## src/hw/rtl/lhc_pkg.sv

```systemverilog
// Shared types, codes and the key mask helper function of the keyed LRU cache engine.
`default_nettype none

package lhc_pkg;

    // Table sizes; the result fields are sized for these, and BUCKETS is a power of two.
    localparam int MAX_SLOTS = 64;
    localparam int BUCKETS   = 128;
    localparam int KEY_BYTES = 8;

    // Operation codes of a request.
    localparam logic [1:0] OP_LOOKUP = 2'd0;
    localparam logic [1:0] OP_ADD    = 2'd1;
    localparam logic [1:0] OP_REMOVE = 2'd2;
    localparam logic [1:0] OP_CLEAR  = 2'd3;

    // Result status codes.
    localparam logic [3:0] RS_HIT       = 4'd0;
    localparam logic [3:0] RS_MISS      = 4'd1;
    localparam logic [3:0] RS_STALE     = 4'd2;
    localparam logic [3:0] RS_ADDED     = 4'd3;
    localparam logic [3:0] RS_REPLACED  = 4'd4;
    localparam logic [3:0] RS_FULL      = 4'd5;
    localparam logic [3:0] RS_TOO_LONG  = 4'd6;
    localparam logic [3:0] RS_REMOVED   = 4'd7;
    localparam logic [3:0] RS_NOT_FOUND = 4'd8;
    localparam logic [3:0] RS_CLEARED   = 4'd9;

    // Configuration register indexes.
    localparam int CFG_IDX_W  = 2;
    localparam int CFG_DATA_W = 7;
    localparam logic [CFG_IDX_W-1:0] CFG_ENTRY_LIMIT = 2'd0;
    localparam logic [CFG_IDX_W-1:0] CFG_EVICT       = 2'd1;
    localparam logic [CFG_IDX_W-1:0] CFG_LONGEST_KEY = 2'd2;

    // One request item.
    typedef struct packed {
        logic [1:0]  opcode;
        logic [63:0] key;
        logic [3:0]  key_length;
        logic [63:0] key_hash;
        logic [63:0] tag;
    } t_req;

    // One result item.
    typedef struct packed {
        logic [3:0] status;
        logic [5:0] slot;
        logic       evicted;
        logic [5:0] evicted_slot;
        logic [6:0] live_count;
    } t_res;

    // Controller states.
    typedef enum logic [4:0] {
        S_IDLE, S_DECODE, S_F_BRD, S_F_BCHK, S_F_SCHK, S_HIT, S_MISS,
        S_O_SCAN, S_O_END, S_E_BRD, S_E_BCHK, S_E_NRD, S_E_NCHK, S_E_HOME,
        S_E_HOLE, S_E_FREE, S_I_START, S_I_NF, S_I_BRD, S_I_BCHK, S_DONE
    } t_state;

    // Datapath steps issued by the controller.
    typedef enum logic [4:0] {
        C_IDLE, C_DECODE, C_F_BRD, C_F_BCHK, C_F_SCHK, C_HIT, C_MISS,
        C_O_SCAN, C_O_END, C_E_BRD, C_E_BCHK, C_E_NRD, C_E_NCHK, C_E_HOME,
        C_E_HOLE, C_E_FREE, C_I_START, C_I_NF, C_I_BRD, C_I_BCHK, C_DONE
    } t_step;

    // Command from controller to datapath.
    typedef struct packed {
        t_step step;
        logic  take;
    } t_cmd;

    // Status from datapath to controller.
    typedef struct packed {
        logic [1:0] op;
        logic       len_ok;
        logic       bkt_end;
        logic       match;
        logic       full;
        logic       evict_en;
        logic       free_bad;
        logic       scan_done;
        logic       best_none;
        logic       e_found;
        logic       e_stop;
        logic       n_end;
        logic       i_empty;
        logic       out_free;
    } t_sts;

    // Keep the low len bytes of a key.
    function automatic logic [63:0] key_mask(input logic [63:0] key, input logic [3:0] len);
        logic [63:0] m;
        m = '0;
        for (int i = 0; i < 8; i++) begin
            if (4'(i) < len) begin
                m[8*i +: 8] = key[8*i +: 8];
            end
        end
        return m;
    endfunction

endpackage

`default_nettype wire

```

## src/hw/rtl/lhc_ctrl.sv

```systemverilog
// Controller state machine that sequences probes, scans and table updates.
`default_nettype none

module lhc_ctrl
    import lhc_pkg::*;
(
    input  wire logic i_clk,
    input  wire logic i_rst_n,
    input  wire logic i_in_valid,
    output logic      o_in_stall,
    input  wire t_sts i_sts,
    output t_cmd      o_cmd
);

    t_state r_state;
    t_state n_state;

    // State register.
    always_ff @(posedge i_clk) begin
        if (!i_rst_n) begin
            r_state <= S_IDLE;
        end else begin
            r_state <= n_state;
        end
    end

    // Next state.
    always_comb begin
        n_state = r_state;
        case (r_state)
            S_IDLE: begin
                if (i_in_valid) n_state = S_DECODE;
            end
            S_DECODE: begin
                if (i_sts.op == OP_CLEAR || !i_sts.len_ok) n_state = S_DONE;
                else n_state = S_F_BRD;
            end
            S_F_BRD: n_state = S_F_BCHK;
            S_F_BCHK: begin
                n_state = i_sts.bkt_end ? S_MISS : S_F_SCHK;
            end
            S_F_SCHK: begin
                n_state = i_sts.match ? S_HIT : S_F_BRD;
            end
            S_HIT: begin
                n_state = (i_sts.op == OP_REMOVE) ? S_E_BRD : S_DONE;
            end
            S_MISS: begin
                if (i_sts.op != OP_ADD) n_state = S_DONE;
                else if (i_sts.full) n_state = i_sts.evict_en ? S_O_SCAN : S_DONE;
                else if (i_sts.free_bad) n_state = S_DONE;
                else n_state = S_I_START;
            end
            S_O_SCAN: begin
                if (i_sts.scan_done) n_state = S_O_END;
            end
            S_O_END: begin
                n_state = i_sts.best_none ? S_DONE : S_E_BRD;
            end
            S_E_BRD: n_state = S_E_BCHK;
            S_E_BCHK: begin
                if (i_sts.e_found) n_state = S_E_NRD;
                else if (i_sts.e_stop) n_state = S_E_FREE;
                else n_state = S_E_BRD;
            end
            S_E_NRD: n_state = S_E_NCHK;
            S_E_NCHK: begin
                n_state = i_sts.n_end ? S_E_HOLE : S_E_HOME;
            end
            S_E_HOME: n_state = S_E_NRD;
            S_E_HOLE: n_state = S_E_FREE;
            S_E_FREE: begin
                n_state = (i_sts.op == OP_REMOVE) ? S_DONE : S_I_START;
            end
            S_I_START: n_state = S_I_NF;
            S_I_NF: n_state = S_I_BRD;
            S_I_BRD: n_state = S_I_BCHK;
            S_I_BCHK: begin
                n_state = i_sts.i_empty ? S_DONE : S_I_BRD;
            end
            S_DONE: begin
                if (i_sts.out_free) n_state = S_IDLE;
            end
            default: n_state = S_IDLE;
        endcase
    end

    // Outputs: one datapath step per state.
    always_comb begin
        o_in_stall = (r_state != S_IDLE);
        o_cmd.take = (r_state == S_IDLE) && i_in_valid;
        case (r_state)
            S_IDLE:    o_cmd.step = C_IDLE;
            S_DECODE:  o_cmd.step = C_DECODE;
            S_F_BRD:   o_cmd.step = C_F_BRD;
            S_F_BCHK:  o_cmd.step = C_F_BCHK;
            S_F_SCHK:  o_cmd.step = C_F_SCHK;
            S_HIT:     o_cmd.step = C_HIT;
            S_MISS:    o_cmd.step = C_MISS;
            S_O_SCAN:  o_cmd.step = C_O_SCAN;
            S_O_END:   o_cmd.step = C_O_END;
            S_E_BRD:   o_cmd.step = C_E_BRD;
            S_E_BCHK:  o_cmd.step = C_E_BCHK;
            S_E_NRD:   o_cmd.step = C_E_NRD;
            S_E_NCHK:  o_cmd.step = C_E_NCHK;
            S_E_HOME:  o_cmd.step = C_E_HOME;
            S_E_HOLE:  o_cmd.step = C_E_HOLE;
            S_E_FREE:  o_cmd.step = C_E_FREE;
            S_I_START: o_cmd.step = C_I_START;
            S_I_NF:    o_cmd.step = C_I_NF;
            S_I_BRD:   o_cmd.step = C_I_BRD;
            S_I_BCHK:  o_cmd.step = C_I_BCHK;
            S_DONE:    o_cmd.step = C_DONE;
            default:   o_cmd.step = C_IDLE;
        endcase
    end

endmodule

`default_nettype wire

```

## config.mk

```make
export PLATFORM = sky130hd
export DESIGN_NAME = lhc_ctrl
export DESIGN_NICKNAME = d
export VERILOG_FILES = /design/src/hw/rtl/lhc_pkg.sv /design/src/hw/rtl/lhc_ctrl.sv
export SDC_FILE = /design/constraint.sdc
export NUM_CORES = 1
export LEC_CHECK = 0
export ABC_AREA = 1
export BUFFER_PORTS_ARGS = -buffer_cell sky130_fd_sc_hd__buf_2
export CORE_MARGIN = 2
export CORE_UTILIZATION = 40
export CTS_BUF_LIST = sky130_fd_sc_hd__clkbuf_4
export CTS_CLUSTER_SIZE = 16
export DETAILED_ROUTE_END_ITERATION = 6
export GPL_ROUTABILITY_DRIVEN = 0
export PLACE_DENSITY = 0.67
export RECOVER_POWER = 25
export SLEW_MARGIN = 10
export SYNTH_ARGS = -nofsm -noshare
export SYNTH_HDL_FRONTEND = slang
export SYNTH_SLANG_ARGS = --single-unit
```

## constraint.sdc

```tcl
create_clock -name i_clk -period 2.3 [get_ports i_clk]
set_input_delay 0.23 -clock i_clk [delete_from_list [all_inputs] [get_ports i_clk]]
set_output_delay 0.23 -clock i_clk [all_outputs]
set_load 0.01 [all_outputs]
```

* Word-level counts from Yosys, hierarchy flattened
Memories as Yosys holds them, arrays and structs flattened. A register that Yosys moved wholly into a read port is not among the register bits.
Cells that the tools add are included.
** Storage, ports and cells
- Register bits :: 5
- Bits of input ports :: 18
- Memories :: 1
- Output and inout bits :: 7
- Word-level logic and storage cells :: 54
- Memory bits (read-only) :: 160
** Cells by class
- Eq/ne operators :: 26
- Reductions and logical operators :: 6
- Muxes and demuxes :: 20
** Memories
- (name not given) :: words 32, width 5, read ports 1, clocked after memory_dff 1, write ports 0, RTL line lhc_ctrl.sv:92 : case (r_state)
** Operator list (count)
- $pmux W5 S21 :: 1
- $mux W5 :: 11
- $eq A5 B4 Y1 const B :: 8
- $eq A5 B5 Y1 const B :: 5
- $eq A5 B3 Y1 const B :: 4
- $mux W3 :: 6
- $eq A5 B2 Y1 const B :: 2
- $ne A2 B2 Y1 const B :: 3
- $eq A5 B1 Y1 const B :: 1
- $logic_not A5 Y1 :: 1
- $reduce_bool A5 Y1 :: 1
- $eq A2 B2 Y1 const B :: 2
- $mux W2 :: 2
- $reduce_and A3 Y1 :: 1
- $ne A2 B1 Y1 const B :: 1
- $logic_and A1 B1 Y1 :: 1
- $logic_not A1 Y1 :: 1
- $logic_or A1 B1 Y1 :: 1

* Depth between registers and ports, before layout
- Word-level depth :: 6
- Depth in mapped cells :: 10
- Gate-level depth less buffers :: 9

* Least setup slack after synthesis
Ideal clock, no wire load.
- Kind :: flip-flop to flip-flop
- From :: register r_state[3]
- To :: register o_cmd[1] (netlist name)
- Cell stages (with the launch flop) :: 7
- Setup slack :: 1104 ps
- Library setup time :: 120 ps
- Arrival :: 1076 ps
- Clock period less this slack :: 1196 ps
- Path buffers :: 0
- Required time :: 2180 ps
- Cell sequence :: dfxtp_1 -> nor2_2 -> nand3_2 -> o21ai_2 -> o21ai_0 -> nand2_1 -> nor2_1
** Between the ends
- Word-level cells in the longest chain between the ends :: 5
- Elaborated cells on any way between the ends :: 28
- Those cells by class :: 23 x eq/ne; 3 x mux; 2 x reduce/logical
** Ends and longest elaborated chain
- start, declared :: RTL line lhc_ctrl.sv:15 : t_state r_state;
- start signal, assigned :: RTL line lhc_ctrl.sv:23 : r_state <= n_state;
- $eq A5 B3 Y1 (tied with other cells) :: RTL line lhc_ctrl.sv:30 : case (r_state)
- $ne A2 B2 Y1 (no line)
- $reduce_and A3 Y1 (no line)
- $mux W5 (no line) * (2 in series)
Every way passes the cells marked *; elsewhere a longest branch is shown, timed or not.
A chain may end at the register's enable or synchronous reset.

==> impl_metrics.json <==
{
  "synth_area_leaders": "dfxtp_1, nand2_1, nor2_1",
  "fp-row-count": 16,
  "fin_skew_ns": 0.00399,
  "post_cts_buffers": 0,
  "cap_violations": 0,
  "ys_async_sr_fraction": 0,
  "grt_overflow": 0,
  "port_buffers": 24,
  "min_period_over_period": 0.676,
  "drcViolationCount": 0,
  "syn_inst": 142,
  "track_usage": 0.182,
  "p_per_area_nw_per_um2": 1030,
  "peakVddDrop_v": 0.000510,
  "dr.pass1.iters": 4,
  "hold_class": "in2reg",
  "min_period_ns": 1.56,
  "ioPinCount": 25,
  "critPathLaunchType": "flip-flop",
  "worst_slack_ns": 0.745,
  "post-place-ws_ns": 0.875,
  "status": "finished, final reports clean",
  "antennaDiodeCount": 0,
  "wl_per_cell_um": 10.4,
  "clock-sinks": 10,
  "final.setup.tns_ns": 0,
  "critical-path-max-stage-delay_ns": 0.39,
  "cp_cell_sequence": "nor2_2, nand3_2, nor2_1, buf_2",
  "syn_avg_cell_area_um2": 5.79,
  "initial_core_util": 0.423,
  "ctsHoldBuffers": 0,
  "synth_top_area_frac": 0.244,
  "synth_cell_types": 20,
  "dieArea_um2": 2430,
  "first_iter_violations": 25,
  "synth_area_um2": 822,
  "worst_setup_path_end_kind": "output pin",
  "synth.yosys.seq_area_share": 0.244,
  "final-hold-violation-count": 0,
  "tightest_slew_ns": 0.362,
  "slew_violations": 0,
  "leakage_nw": 0.561,
  "worstPathRequired_ns": 2.07,
  "cts_buffer_depth": 2,
  "synthesis.nets": 160,
  "synth_common_cells": "nand2_1, nor2_1, inv_1",
  "grt_pass1_wl_um": 3460,
  "die_h_um": 49.3,
  "ys.flop_type": "dfxtp_1",
  "core_um2": 1940,
  "drive_gt1_frac": 0.254,
  "fmax_ghz": 0.643,
  "numCtsBuffers": 3,
  "cp_slowest_cell": "dfxtp_1",
  "holdWs_ns": 0.197,
  "grt_max_degree": 9,
  "critPathMaxFanout": 7,
  "routed_wl_um": 2040,
  "cts_resized": 0,
  "slew_headroom": 0.759,
  "setup_viol": 0,
  "final_net_count": 188,
  "worstPathArrival_ns": 1.33,
  "tritoncts": "yes",
  "antenna_found_initial": 0,
  "yosysTopAreaCell": "dfxtp_1",
  "vias": 955,
  "routed_via_density": 4.87,
  "yosysWarnings": 0,
  "area_growth_pct": 20.4,
  "ant_nets": 0,
  "dp_hpwl_um": 1680,
  "worstSetupPathType": "reg2out",
  "clk-insertion-delay-late_ns": 0.26,
  "rsz0062_at_grt": "false",
  "ys_ff_latch": 10,
  "die-width_um": 49.3,
  "htree_levels": 1,
  "synth_edf_count": 0,
  "yosysMostFrequentCell": "nand2_1",
  "grt_pass1_vias": 835,
  "cts.clk_slew.worst_paths_ns": 0.06,
  "root_buffer": "clkbuf_4"
}
[area by class of cell]
| cell class | count | area [µm²] |
|---|---|---|
| inverter | 23 | 86.3 |
| tap | 27 | 33.8 |
| clock inverter | 1 | 3.75 |
| fill | 216 | 952 |
| clock buffer | 3 | 22.5 |
| timing repair buffer | 24 | 115 |
| multi-input combinational | 108 | 528 |
| sequential | 10 | 200 |
[where the power goes]
part	internal [W]	switching [W]	total [W]	leakage [nW]
clock	0.0000624	0.0000550	0.000117	0.0154
combinational	0.000205	0.000376	0.000581	0.463
sequential	0.000239	0.0000834	0.000323	0.0820
[cells by family (layout without fill, tap and decap cells)]
kind of cell / count (synthesis) / count (layout) / share of synthesized area
and+or+nand+nor: 101 / 101 / 0.595
buffers and inverters: 24 / 51 / 0.114
DFF: 10 / 10 / 0.244
AOI/OAI and AO/OA: 7 / 7 / 0.0472
[metrics by stage]
step                cells  utilization  area (µm²)  total power [W]
CTS                   196        0.512         995          0.00102
finish                196        0.510         990          0.00102
floorplan             142            -         822         0.000743
global placement      192        0.499         968         0.000899
global route          196        0.510         990          0.00112
detailed placement    192        0.499         968         0.000906
[worst paths after layout]
| path | startpoint | endpoint | slack [ns] | cells past startpoint |
|---|---|---|---|---|
| worst max-delay path | r_state[3] | o_cmd[0] | 0.74 | 4 |
| worst min-delay path | i_rst_n | o_cmd[3] | 0.20 | 3 |
| worst max register to register | r_state[0] | r_state[1] | 0.84 | 9 |
| worst min register to register | r_state[1] | o_cmd[1] | 0.75 | 4 |
[layer usage]
layer | track usage | routed length (µm) | vias up
met5 | 0 | 0 | -
met4 | 0.0571 | 14 | 0
met3 | 0.0460 | 149 | 2
met2 | 0.295 | 947 | 36
met1 | 0.235 | 929 | 420
li1 | - | - | 497
[state kept, by name (all words and copies together), names as in the netlist]
signal / count
r_state: 5
o_cmd: 5
[worst max-delay path: cells and delay by family, from the launching register on]
kind | cells | cell delay [ns]
buffers and inverters | 1 | 0.13
flip-flops | 1 | 0.39
AND/OR/NAND/NOR | 3 | 0.55
[cell usage in the layout (no fill, tap or decap), drive strengths merged]
cell type,n
nand2,37
nor2,35
inv,23
buf,20
nand3,19
dfxtp,10
clkbuf,7
o21ai,6
nand4,3
nor3,3
nand3b,3
or2,1
a21oi,1
clkinv,1
No activity file was read; power rests on OpenSTA's default activity.
